<file path="src/sv/pwld_pkg.sv">
// Shared types and constants of the position window lock detector.
// No dependencies; used by the interfaces and all modules.
package pwld_pkg;

  localparam int unsigned WINDOW_DEPTH = 10;
  localparam int unsigned IdxW         = $clog2(WINDOW_DEPTH);
  localparam int unsigned PosW         = 16;
  localparam int unsigned CfgIdxW      = 8;
  localparam int unsigned OneQ88       = 256;

  typedef enum logic [CfgIdxW-1:0] {
    CFG_STABLE_RANGE  = 8'd0,
    CFG_NEAR_MAX      = 8'd1,
    CFG_REACHED_RANGE = 8'd2,
    CFG_REACHED_MAX   = 8'd3
  } cfg_reg_e;

  typedef enum logic [1:0] {
    EV_NO_CHANGE      = 2'd0,
    EV_CHASE_STARTED  = 2'd1,
    EV_TARGET_REACHED = 2'd2
  } mode_event_e;

  typedef struct packed {
    logic [PosW-1:0] stable_range;
    logic [PosW-1:0] near_max;
    logic [PosW-1:0] reached_range;
    logic [PosW-1:0] reached_max;
  } cfg_t;

  typedef struct packed {
    logic            load;
    logic            scan;
    logic [IdxW-1:0] scan_idx;
    logic            commit;
  } dp_cmd_t;

  typedef struct packed {
    logic out_free;
  } dp_status_t;

  // Window entry i holds i in Q8.8 after reset
  function automatic logic [PosW-1:0] win_reset_val(input int unsigned i);
    return PosW'(i * OneQ88);
  endfunction

endpackage

</file>
<file path="src/sv/pwld_in_if.sv">
// Input channel of the lock detector: one X/Y position pair per transfer.
// Depends on pwld_pkg.
interface pwld_in_if;
  import pwld_pkg::*;

  logic                   valid;
  logic                   ready;
  logic signed [PosW-1:0] x_position;
  logic signed [PosW-1:0] y_position;

  modport source (output valid, output x_position, output y_position, input ready);
  modport sink   (input valid, input x_position, input y_position, output ready);
endinterface

</file>
<file path="src/sv/pwld_out_if.sv">
// Result channel of the lock detector: mode, event and forwarded position.
// Depends on pwld_pkg.
interface pwld_out_if;
  import pwld_pkg::*;

  logic                   valid;
  logic                   ready;
  logic                   chasing_now;
  logic [1:0]             mode_event;
  logic                   forward_valid;
  logic signed [PosW-1:0] x_out;
  logic signed [PosW-1:0] y_out;

  modport source (output valid, output chasing_now, output mode_event,
                  output forward_valid, output x_out, output y_out, input ready);
  modport sink   (input valid, input chasing_now, input mode_event,
                  input forward_valid, input x_out, input y_out, output ready);
endinterface

</file>
<file path="src/sv/pwld_cfg.sv">
// Threshold register bank of the lock detector, written through a plain port.
// Depends on pwld_pkg.
module pwld_cfg (
  input  logic                           clk_i,
  input  logic                           rst_ni,
  input  logic                           cfg_we_i,
  input  logic [pwld_pkg::CfgIdxW-1:0]   cfg_index_i,
  input  logic [pwld_pkg::PosW-1:0]      cfg_wdata_i,
  output pwld_pkg::cfg_t                 cfg_o
);
  import pwld_pkg::*;

  cfg_t cfg_q, cfg_d;

  always_comb begin
    cfg_d = cfg_q;
    if (cfg_we_i) begin
      unique case (cfg_index_i)
        CFG_STABLE_RANGE:  cfg_d.stable_range  = cfg_wdata_i;
        CFG_NEAR_MAX:      cfg_d.near_max      = cfg_wdata_i;
        CFG_REACHED_RANGE: cfg_d.reached_range = cfg_wdata_i;
        CFG_REACHED_MAX:   cfg_d.reached_max   = cfg_wdata_i;
        default:           cfg_d = cfg_q;  // drop writes past the bank
      endcase
    end
  end

  always_ff @(posedge clk_i or negedge rst_ni) begin
    if (!rst_ni) begin
      cfg_q.stable_range  <= PosW'(2 * OneQ88);
      cfg_q.near_max      <= PosW'(OneQ88);
      cfg_q.reached_range <= PosW'(OneQ88);
      cfg_q.reached_max   <= PosW'(OneQ88 / 2);
    end else begin
      cfg_q <= cfg_d;
    end
  end

  assign cfg_o = cfg_q;
endmodule

</file>
<file path="src/sv/pwld_ctrl.sv">
// Sequencer of the lock detector: accept, scan the windows, commit a result.
// Depends on pwld_pkg.
module pwld_ctrl (
  input  logic                  clk_i,
  input  logic                  rst_ni,
  input  logic                  in_valid_i,
  output logic                  in_ready_o,
  input  pwld_pkg::dp_status_t  status_i,
  output pwld_pkg::dp_cmd_t     cmd_o
);
  import pwld_pkg::*;

  typedef enum logic [2:0] {
    ST_IDLE   = 3'b001,
    ST_SCAN   = 3'b010,
    ST_FINISH = 3'b100
  } state_e;

  state_e          state_q, state_d;
  logic [IdxW-1:0] idx_q, idx_d;
  logic            scan_last;

  assign scan_last = (idx_q == IdxW'(WINDOW_DEPTH - 1));

  always_comb begin
    state_d      = state_q;
    idx_d        = idx_q;
    in_ready_o   = 1'b0;
    cmd_o        = '0;
    cmd_o.scan_idx = idx_q;
    unique case (state_q)
      ST_IDLE: begin
        in_ready_o = 1'b1;
        if (in_valid_i) begin
          cmd_o.load = 1'b1;
          idx_d      = '0;
          state_d    = ST_SCAN;
        end
      end
      ST_SCAN: begin
        cmd_o.scan = 1'b1;
        if (scan_last) begin
          state_d = ST_FINISH;
        end else begin
          idx_d = idx_q + 1'b1;
        end
      end
      ST_FINISH: begin
        // hold the result until the output register frees up
        if (status_i.out_free) begin
          cmd_o.commit = 1'b1;
          state_d      = ST_IDLE;
        end
      end
      default: state_d = ST_IDLE;
    endcase
  end

  always_ff @(posedge clk_i or negedge rst_ni) begin
    if (!rst_ni) begin
      state_q <= ST_IDLE;
      idx_q   <= '0;
    end else begin
      state_q <= state_d;
      idx_q   <= idx_d;
    end
  end
endmodule

</file>
<file path="src/sv/pwld_datapath.sv">
// Window rings, min/max scan, mode decision and output register.
// Depends on pwld_pkg; driven by pwld_ctrl commands.
module pwld_datapath (
  input  logic                          clk_i,
  input  logic                          rst_ni,
  input  pwld_pkg::dp_cmd_t             cmd_i,
  output pwld_pkg::dp_status_t          status_o,
  input  pwld_pkg::cfg_t                cfg_i,
  input  logic signed [pwld_pkg::PosW-1:0] x_position_i,
  input  logic signed [pwld_pkg::PosW-1:0] y_position_i,
  input  logic                          out_ready_i,
  output logic                          out_valid_o,
  output logic                          chasing_now_o,
  output logic [1:0]                    mode_event_o,
  output logic                          forward_valid_o,
  output logic signed [pwld_pkg::PosW-1:0] x_out_o,
  output logic signed [pwld_pkg::PosW-1:0] y_out_o
);
  import pwld_pkg::*;

  logic signed [PosW-1:0] x_win_q [WINDOW_DEPTH];
  logic signed [PosW-1:0] y_win_q [WINDOW_DEPTH];
  logic [IdxW-1:0]        slot_q;
  logic                   chasing_q;

  logic signed [PosW-1:0] x_hold_q, y_hold_q;
  logic signed [PosW-1:0] min_x_q, max_x_q, min_y_q, max_y_q;
  logic signed [PosW-1:0] x_rd, y_rd;

  logic                   out_valid_q;
  logic                   chasing_out_q, fwd_q;
  mode_event_e            event_q, event_d;
  logic                   chasing_d;
  logic signed [PosW-1:0] x_out_q, y_out_q;

  logic [PosW-1:0]        rx, ry;
  logic signed [PosW-1:0] near_max, reached_max;
  logic                   steady, near, reached;

  // ring write and slot advance
  always_ff @(posedge clk_i or negedge rst_ni) begin
    if (!rst_ni) begin
      for (int unsigned i = 0; i < WINDOW_DEPTH; i++) begin
        x_win_q[i] <= win_reset_val(i);
        y_win_q[i] <= win_reset_val(i);
      end
      slot_q <= '0;
    end else if (cmd_i.load) begin
      x_win_q[slot_q] <= x_position_i;
      y_win_q[slot_q] <= y_position_i;
      slot_q <= (slot_q == IdxW'(WINDOW_DEPTH - 1)) ? '0 : slot_q + 1'b1;
    end
  end

  always_ff @(posedge clk_i) begin
    if (cmd_i.load) begin
      x_hold_q <= x_position_i;
      y_hold_q <= y_position_i;
    end
  end

  // one entry per cycle into the running min/max
  assign x_rd = x_win_q[cmd_i.scan_idx];
  assign y_rd = y_win_q[cmd_i.scan_idx];

  always_ff @(posedge clk_i) begin
    if (cmd_i.scan) begin
      if (cmd_i.scan_idx == '0) begin
        min_x_q <= x_rd;
        max_x_q <= x_rd;
        min_y_q <= y_rd;
        max_y_q <= y_rd;
      end else begin
        if (x_rd < min_x_q) min_x_q <= x_rd;
        if (x_rd > max_x_q) max_x_q <= x_rd;
        if (y_rd < min_y_q) min_y_q <= y_rd;
        if (y_rd > max_y_q) max_y_q <= y_rd;
      end
    end
  end

  // spread fits 0..65535 since max never falls below min
  assign rx          = max_x_q - min_x_q;
  assign ry          = max_y_q - min_y_q;
  assign near_max    = cfg_i.near_max;
  assign reached_max = cfg_i.reached_max;

  assign steady  = (rx < cfg_i.stable_range) && (ry < cfg_i.stable_range);
  assign near    = (max_x_q < near_max) && (max_y_q < near_max);
  assign reached = (rx < cfg_i.reached_range) && (ry < cfg_i.reached_range) &&
                   (max_x_q < reached_max) && (max_y_q < reached_max);

  always_comb begin
    chasing_d = chasing_q;
    event_d   = EV_NO_CHANGE;
    if (chasing_q) begin
      if (reached) begin
        chasing_d = 1'b0;
        event_d   = EV_TARGET_REACHED;
      end
    end else if (steady && !near) begin
      chasing_d = 1'b1;
      event_d   = EV_CHASE_STARTED;
    end
  end

  assign status_o.out_free = !out_valid_q || out_ready_i;

  always_ff @(posedge clk_i or negedge rst_ni) begin
    if (!rst_ni) begin
      chasing_q   <= 1'b0;
      out_valid_q <= 1'b0;
    end else begin
      if (cmd_i.commit) begin
        chasing_q   <= chasing_d;
        out_valid_q <= 1'b1;
      end else if (out_ready_i) begin
        out_valid_q <= 1'b0;
      end
    end
  end

  always_ff @(posedge clk_i) begin
    if (cmd_i.commit) begin
      chasing_out_q <= chasing_d;
      event_q       <= event_d;
      fwd_q         <= chasing_q;
      x_out_q       <= x_hold_q;
      y_out_q       <= y_hold_q;
    end
  end

  assign out_valid_o     = out_valid_q;
  assign chasing_now_o   = chasing_out_q;
  assign mode_event_o    = event_q;
  assign forward_valid_o = fwd_q;
  assign x_out_o         = x_out_q;
  assign y_out_o         = y_out_q;
endmodule

</file>
<file path="src/sv/position_window_lock_detector_unit.sv">
// Position window lock detector.
// One transfer on pos_in brings an X/Y pair in signed Q8.8. The pair goes into
// two rings of the last WINDOW_DEPTH samples; their min and max decide whether
// the block starts or stops chasing. Every accepted pair yields exactly one
// transfer on res_out with the new mode, the mode event, the forward flag and
// a copy of the pair.
// Timing: pos_in.ready is high only while the block is idle. An accepted pair
// is written into the rings and then scanned one ring entry per cycle; its
// result is committed to the output register once that register is free, and
// the block then returns to idle, so a new pair is taken only after the last
// one is committed. The sequential scan over the ring registers sets the pace.
// A stalled receiver: the result sits in the output register; the next pair
// is still accepted and scanned, then waits until res_out takes the old one.
// The user writes thresholds through cfg_we_i/cfg_index_i/cfg_wdata_i only
// while idle, not enforced here; indexes beyond the last register are ignored.
// Reset: rings hold entry i = i in Q8.8, write slot 0, mode idle, thresholds
// at their defaults, no result pending.
// Depends on pwld_pkg, pwld_in_if, pwld_out_if, pwld_cfg, pwld_ctrl,
// pwld_datapath.
module position_window_lock_detector_unit (
  input  logic                         clk_i,
  input  logic                         rst_ni,
  input  logic                         cfg_we_i,
  input  logic [pwld_pkg::CfgIdxW-1:0] cfg_index_i,
  input  logic [pwld_pkg::PosW-1:0]    cfg_wdata_i,
  pwld_in_if.sink                      pos_in,
  pwld_out_if.source                   res_out
);
  import pwld_pkg::*;

  cfg_t       cfg;
  dp_cmd_t    cmd;
  dp_status_t status;

  pwld_cfg u_cfg (
    .clk_i       (clk_i),
    .rst_ni      (rst_ni),
    .cfg_we_i    (cfg_we_i),
    .cfg_index_i (cfg_index_i),
    .cfg_wdata_i (cfg_wdata_i),
    .cfg_o       (cfg)
  );

  pwld_ctrl u_ctrl (
    .clk_i      (clk_i),
    .rst_ni     (rst_ni),
    .in_valid_i (pos_in.valid),
    .in_ready_o (pos_in.ready),
    .status_i   (status),
    .cmd_o      (cmd)
  );

  pwld_datapath u_datapath (
    .clk_i           (clk_i),
    .rst_ni          (rst_ni),
    .cmd_i           (cmd),
    .status_o        (status),
    .cfg_i           (cfg),
    .x_position_i    (pos_in.x_position),
    .y_position_i    (pos_in.y_position),
    .out_ready_i     (res_out.ready),
    .out_valid_o     (res_out.valid),
    .chasing_now_o   (res_out.chasing_now),
    .mode_event_o    (res_out.mode_event),
    .forward_valid_o (res_out.forward_valid),
    .x_out_o         (res_out.x_out),
    .y_out_o         (res_out.y_out)
  );
endmodule

</file>
<file path="src/flat_wrapper.sv">
// flat-port wrapper written by rule: the top's interface ports become plain ports
module position_window_lock_detector_unit_flat import pwld_pkg::*;
  (clk_i, rst_ni, cfg_we_i, cfg_index_i, cfg_wdata_i, pos_in_valid, pos_in_x_position, pos_in_y_position, pos_in_ready, res_out_valid, res_out_chasing_now, res_out_mode_event, res_out_forward_valid, res_out_x_out, res_out_y_out, res_out_ready);
  pwld_in_if pos_in_i ();
  pwld_out_if res_out_i ();
  input  logic clk_i;
  input  logic rst_ni;
  input  logic cfg_we_i;
  input  logic [pwld_pkg::CfgIdxW-1:0] cfg_index_i;
  input  logic [pwld_pkg::PosW-1:0] cfg_wdata_i;
  input wire logic [$bits(pos_in_i.valid)-1:0] pos_in_valid;
  input wire logic [$bits(pos_in_i.x_position)-1:0] pos_in_x_position;
  input wire logic [$bits(pos_in_i.y_position)-1:0] pos_in_y_position;
  output wire logic [$bits(pos_in_i.ready)-1:0] pos_in_ready;
  output wire logic [$bits(res_out_i.valid)-1:0] res_out_valid;
  output wire logic [$bits(res_out_i.chasing_now)-1:0] res_out_chasing_now;
  output wire logic [$bits(res_out_i.mode_event)-1:0] res_out_mode_event;
  output wire logic [$bits(res_out_i.forward_valid)-1:0] res_out_forward_valid;
  output wire logic [$bits(res_out_i.x_out)-1:0] res_out_x_out;
  output wire logic [$bits(res_out_i.y_out)-1:0] res_out_y_out;
  input wire logic [$bits(res_out_i.ready)-1:0] res_out_ready;
  assign pos_in_i.valid = pos_in_valid;
  assign pos_in_i.x_position = pos_in_x_position;
  assign pos_in_i.y_position = pos_in_y_position;
  assign pos_in_ready = pos_in_i.ready;
  assign res_out_valid = res_out_i.valid;
  assign res_out_chasing_now = res_out_i.chasing_now;
  assign res_out_mode_event = res_out_i.mode_event;
  assign res_out_forward_valid = res_out_i.forward_valid;
  assign res_out_x_out = res_out_i.x_out;
  assign res_out_y_out = res_out_i.y_out;
  assign res_out_i.ready = res_out_ready;
  position_window_lock_detector_unit u_core (.clk_i(clk_i), .rst_ni(rst_ni), .cfg_we_i(cfg_we_i), .cfg_index_i(cfg_index_i), .cfg_wdata_i(cfg_wdata_i), .pos_in(pos_in_i), .res_out(res_out_i));
endmodule
</file>
<file path="config.mk">
export PLATFORM = sky130hd
export DESIGN_NAME = position_window_lock_detector_unit_flat
export DESIGN_NICKNAME = d
export VERILOG_FILES = /design/src/sv/pwld_pkg.sv /design/src/sv/pwld_in_if.sv /design/src/sv/pwld_out_if.sv /design/src/sv/pwld_cfg.sv /design/src/sv/pwld_ctrl.sv /design/src/sv/pwld_datapath.sv /design/src/sv/position_window_lock_detector_unit.sv /design/src/flat_wrapper.sv
export SDC_FILE = /design/constraint.sdc
export NUM_CORES = 1
export LEC_CHECK = 0
export ABC_CLOCK_PERIOD_IN_PS = 6000
export BUFFER_PORTS_ARGS = -buffer_cell sky130_fd_sc_hd__buf_2
export CAP_MARGIN = 20
export CORE_MARGIN = 2
export CORE_UTILIZATION = 39
export DETAILED_ROUTE_END_ITERATION = 8
export GPL_TIMING_DRIVEN = 0
export SETUP_SLACK_MARGIN = 0.4
export SLEW_MARGIN = 20
export SYNTH_ARGS = -nofsm -noshare
export SYNTH_HDL_FRONTEND = slang
export SYNTH_HIERARCHICAL = 1
export SYNTH_SLANG_ARGS = --single-unit
</file>
<file path="constraint.sdc">
create_clock -name clk_i -period 6 [get_ports clk_i]
set_clock_uncertainty 0.1 [all_clocks]
set_input_delay 1.2 -clock clk_i [delete_from_list [all_inputs] [get_ports clk_i]]
set_output_delay 1.2 -clock clk_i [all_outputs]
set_load 0.1 [all_outputs]
</file>
# Yosys cells after proc, flatten, opt, wreduce, memory -nomap -nowiden

Cells that the tools add are included.

Output and inout port bits: 38
Logic and storage cells: 141
Register bits: 529
Bits of input ports: 61

Bitwise logic cells: 2
$add $sub $neg: 4
Equality and inequality tests: 12
Order comparisons: 15
Multiplexer cells: 40
Reduce and logical (&&, ||, !) cells: 28

Operator list:

| cell                  | count |
|---|---|
| $bwmux W160           | 2 |
| $mux W16              | 13 |
| $lt A16 B16 Y1        | 10 |
| $bmux W16 S4          | 2 |
| $demux W16 S4         | 1 |
| $gt A16 B16 Y1        | 2 |
| $sub A16 B16 Y16      | 2 |
| $eq A8 B2 Y1 const B  | 2 |
| $reduce_and A2 Y1     | 8 |
| $mux W1               | 12 |
| $mux W4               | 3 |
| $reduce_bool A2 Y1    | 6 |
| $ge A5 B5 Y1 const B  | 2 |
| $not A4 Y5            | 2 |
| $mux W3               | 3 |
| $pmux W3 S3           | 1 |
| $add A4 B1 Y4 const B | 2 |
| $eq A4 B4 Y1 const B  | 2 |
| $eq A8 B1 Y1 const B  | 1 |
| $logic_not A8 Y1      | 1 |
| $pmux W4 S2           | 1 |
| $logic_and A1 B1 Y1   | 7 |
| $ne A2 B2 Y1 const B  | 3 |
| $reduce_and A3 Y1     | 2 |
| 9 further kinds       | 11 |

# Longest topological paths before layout

Depth after elaboration: 7
Depth in mapped cells: 19

# By module

The synthesis kept the hierarchy.

Modules (own cells, without submodules):

| module        | times used | cells an instance | area each (um2) | seq. area each (um2) |
|---|---|---|---|---|
| pwld_datapath | 1          | 1870              | 24433.4         | 12159.2 |
| pwld_cfg      | 1          | 140               | 2479.9          | 1606.5 |
| pwld_ctrl     | 1          | 36                | 389.1           | 176.4 |

# Worst setup path after synthesis

OpenSTA, ideal clock, no wires.

Path type: register -> register
From: reg u_core.u_ctrl.idx_q[0]
To: reg u_core.u_datapath.min_y_q[0] (enable)
Arrival time: 4.675 ns
Stages on the path, launching flop included: 16
Path slack: 0.831 ns
Library setup time: 0.394 ns
Cell sequence: dfrtp_1 > clkbuf_1 > clkbuf_1 > buf_2 > mux4_2 > a22oi_1 > o21ai_1 > ha_1 > a21o_1 > a21o_1 > a21o_1 > a21o_1 > a21o_1 > a2111oi_0 > o21ai_0 > a21oi_1

Cells in the longest elaborated chain, start to end: 7
Elaborated cells on any way between the ends: 8
Those cells by class: 1 x order compare; 3 x mux; 1 x bitwise; 3 x reduce/logical

RTL lines:

| element                                      | line                | RTL |
|---|---|---|
| start, declared                              | pwld_ctrl.sv:20     | `logic [IdxW-1:0] idx_q, idx_d;` |
| start signal, assigned                       | pwld_ctrl.sv:65     | `idx_q <= idx_d;` |
| $not A4 Y5 (implied by the code)             | pwld_datapath.sv:64 | `assign y_rd = y_win_q[cmd_i.scan_idx];` |
| $bmux W16 S4                                 | pwld_datapath.sv:64 |  |
| $mux W16 (implied by the code) (2 in series) | pwld_datapath.sv:64 |  |
| net u_core.u_datapath.y_rd[9]                | pwld_datapath.sv:28 | `logic signed [PosW-1:0] x_rd, y_rd;` |
| $lt A16 B16 Y1                               | pwld_datapath.sv:76 | `if (y_rd < min_y_q) min_y_q <= y_rd;` |
| $reduce_bool A2 Y1 (no source line)          | --                  |  |
| $reduce_and A2 Y1 (no source line)           | --                  |  |
| end signal, assigned                         | pwld_datapath.sv:71 | `min_y_q <= y_rd;` |
| end signal, assigned                         | pwld_datapath.sv:76 |  |
| end, declared                                | pwld_datapath.sv:27 | `logic signed [PosW-1:0] min_x_q, max_x_q, min_y_q, max_y_q;` |

The timed path passes the listed nets, and every way through them passes these cells. The select of a mux whose other input is x is not followed.
A chain may end at the register's enable or synchronous reset.

# Worst setup path after layout

From: reg u_core.u_ctrl.idx_q[0]
To: reg u_core.u_datapath.min_y_q[4] (enable)

The elaborated chain is that of the path after synthesis.

==> out/results.txt <==
Total Routing Usage GR -> 19.7%
Final wirelength -> 70,400 um
Cts bufs inserted -> 59
Crit path required time -> 6.22 ns
Async SR Flop Fraction -> 75.0%
Post-synthesis cell area -> 0.0273 sq mm
Syn Nets -> 2,323
Worst min path class -> reg -> reg
Initial antenna violation count -> 3
Register area share after synthesis -> 51.1%
Post-synth cell types -> 80
Most used DFF post-synth -> dfrtp_1
Compound-Gate Fraction of Synth Area -> 6.98%
HPWL Detailed -> 51,300 um
Sink Count -> 529
Final ANT Viol Nets -> 0
Fin. Hold Viols -> 0
Filler instances -> 6,340
Rows -> 97
Worst setup margin -> 0.761 ns
Clk root buf -> clkbuf_16
Fin crit period -> 5.24 ns
Dpl ws -> -0.184 ns
Gp weighted congestion -> 0.868
Reg clk slew, reported paths -> 0.06 ns
PD cells -> 504 mW/mm^2
Die area -> 0.0721 sq mm
Post-synth top cells -> dfrtp_1, mux2_1, ha_1
Adder-Cell Fraction of Synth Area -> 9.95%
Hold path cells -> 0
Port Buffers -> 98
Wire length per cell -> 22.0 um
Post-synth EDFFs -> 132
Num ports -> 99
Hold WS -> 0.319 ns
Relative slew slack -> 31.3%
Nets -> 2,491
Warnings from Yosys -> 6
Core area -> 0.0697 sq mm
Most common cell in the netlist -> dfrtp_1
Largest net degree at the start of global routing -> 90
CP dominant cell by count -> a21o_1
Vias in the first global route -> 18.5k
Final setup viols -> 0
CP Launch Type -> flop
Synth top area share -> 33.2%
Multiplexer share of the synthesized area -> 22.6%
Placed cell areas -> 0.0292 sq mm
RR Startpoint -> u_core/u_ctrl/idx_q[0]
Hold Path Origin -> u_core/u_datapath/x_hold_q[13]
CP max stage delay -> 0.43 ns
Total Power -> 0.0157 W
Crit-path max FO -> 10
Setup repair after global routing missed its margin -> no
Detailed Route Iter0 Violations -> 904
FF+latch count, synth -> 529
Slew Limit Fails -> 0
CTS H-tree lvls -> 2
Worst setup path class -> reg -> reg
First-pass GRT wire length -> 108,000 um
Die Y -> 269 um
Slowest-stage cell, CP -> dfrtp_1
Clock Tree Buf Depth -> 3
CP Cell Sequence -> clkbuf_2 > clkbuf_2 > buf_4 > buf_2 > mux2_1 > a22oi_1 > o21ai_1 > ha_1 > a21o_1 > a21o_1 > a21o_1 > a21o_1 > a21o_1 > a2111oi_0 > o21ai_0 > a21oi_2 > buf_6
Skew-Pair Late Insertion Delay -> 0.63 ns
Initial Utilization -> 39.2%
Xor/xnor share of the synthesized area -> 0.802%
Status -> complete, no violations
FF-to-FF setup slack -> 0.76 ns
Worst reg-to-reg path cell count -> 17
Crit. End Element -> flop
Via count -> 17.2k
Maximum clock rate -> 0.191 GHz
Total grt overflow -> 0
Ratio of cells with drive above 1 in the final layout -> 18.2%
Largest family of logic cells by synthesized area -> multiplexers
Leakage -> 13.7 nW
Die width -> 269 um
Worst Path Arrival -> 5.45 ns
Pre-antenna DRT Iters -> 5
Synthesis-to-layout area growth -> 14.1%
Synth top area cells -> dfrtp_1, edfxtp_1, mux2_1
RR Endpoint -> u_core/u_datapath/min_y_q[4]
CTS tree -> built
Syn_area_per_cell -> 13.3 sq um
Max-Cap Viols -> 0
Final worst-path cycle share -> 87.3%
Worst VDD drop -> 260 uV
Worst Max-Slew Pin Slew -> 1.03 ns
Drt drc -> 0
Post-synthesis simple-gate area fraction -> 5.03%
Synth area leader -> dfrtp_1
Fin area -> 0.0311 sq mm
Mapped Cells -> 2,046
Average vias per placed instance -> 5.38
Hold Path Sink -> u_core/u_datapath/x_out_o[13]
==> what timing repair did <==
| action | 4_1_cts | 5_1_grt |
|---|---|---|
| resized for setup | 3 | 1 |
| setup endpoints to repair | 64 | 17 |
| setup buffers | 0 | 1 |
| hold buffers | 0 | 0 |
| gates cloned | 0 | 0 |
==> stage by stage <==
step	instances	setup TNS [ns]	util, %
2_1_floorplan	2046	0	-
3_3_place_gp	3084	-1477.93	41.6
3_5_place_dp	3092	-1.86	41.9
4_1_cts	3203	0	44.7
5_1_grt	3205	0	44.7
6_report	3205	0	44.7
==> worst max-delay path by stage <==
stage,cells after the start,end,slack [ns],start
floorplan,15,u_core/u_datapath/min_y_q[0],0.83,u_core/u_ctrl/idx_q[0]
global placement,1,u_core/u_datapath/y_win_q[54],-3.96,rst_ni
detailed placement,17,u_core/u_datapath/min_y_q[1],-0.18,u_core/u_ctrl/idx_q[0]
CTS,17,u_core/u_datapath/min_y_q[4],0.44,u_core/u_ctrl/idx_q[0]
global route,17,u_core/u_datapath/min_y_q[4],0.45,u_core/u_ctrl/idx_q[0]
finish,17,u_core/u_datapath/min_y_q[4],0.76,u_core/u_ctrl/idx_q[0]
==> kinds of logic after synthesis <==
group	after synthesis
AOI/OAI and AO/OA	289
and+or+nand+nor	256
adders and majority gates	216
xor gates and xnor gates	25
muxes	483
buffers and inverters	248
DFF	529
==> sequential cells by signal, summed over array words and instances, names as in the netlist, 16 cells and up <==
register	count
u_core/u_datapath/x_win_q	160
u_core/u_datapath/y_win_q	160
u_core/u_cfg/cfg_o	64
u_core/u_datapath/max_x_q	16
u_core/u_datapath/max_y_q	16
u_core/u_datapath/min_x_q	16
u_core/u_datapath/min_y_q	16
u_core/u_datapath/x_hold_q	16
u_core/u_datapath/x_out_o	16
u_core/u_datapath/y_hold_q	16
u_core/u_datapath/y_out_o	16
==> cell usage in the layout, fill, tap and decap left out, types with 7 or more instances in the layout <==
| master | count |
|---|---|
| clkinv_2 | 19 |
| a21o_1 | 32 |
| clkinv_1 | 7 |
| a211oi_1 | 11 |
| o21ai_0 | 33 |
| buf_1 | 58 |
| a21oi_1 | 57 |
| dfrtp_1 | 362 |
| mux2_1 | 352 |
| nor4_1 | 8 |
| nand3_1 | 20 |
| clkbuf_8 | 9 |
| mux4_2 | 64 |
| clkbuf_1 | 36 |
| o21a_1 | 17 |
| xnor2_1 | 24 |
| a22oi_1 | 32 |
| nand4_1 | 18 |
| mux2_2 | 63 |
| nor2_1 | 46 |
| o21ai_1 | 45 |
| inv_1 | 142 |
| nand2_1 | 74 |
| edfxtp_1 | 132 |
| nor2b_1 | 24 |
| clkbuf_16 | 59 |
| buf_6 | 8 |
| buf_2 | 105 |
| nor3_1 | 19 |
| ha_1 | 214 |
| dfstp_2 | 35 |
==> area by class of cell <==
cell class	count	area (sq um)	area share, %
Clock inverter	37	333	1.07
Sequential cell	529	13900	44.8
Multi-Input combinational cell	1269	12400	39.8
Antenna cell	1	2.50	0.00803
Tap cell	940	1180	3.78
Inverter	143	539	1.73
Buffer	105	452	1.45
Timing Repair Buffer	107	672	2.16
Clock buffer	74	1620	5.21
==> power breakdown <==
group	leakage (nW)	total (W)	internal (W)	switching (W)
clock	0.975	0.00360	0.00209	0.00151
sequential	6.26	0.00573	0.00509	0.000635
combinational	6.48	0.00638	0.00283	0.00356
==> per-layer routing <==
| layer | vias to the layer above | GRT usage, % | routed length (um) |
|---|---|---|---|
| met5 | - | 0 | 0 |
| met1 | 8853 | 26.3 | 31600 |
| met2 | 367 | 33.4 | 33800 |
| met4 | 0 | 6.23 | 2070 |
| met3 | 121 | 2.70 | 2920 |
| li1 | 7897 | - | - |
==> worst max-delay path, delay by kind of cell, from the launching register on <==
family          cells  cell delay, ns
buf+inv             5            1.65
compound gates     10            1.97
fa+ha+maj           1            0.38
flops               1            0.43
mux                 1            0.38
Power figures use the tool's default switching activity.
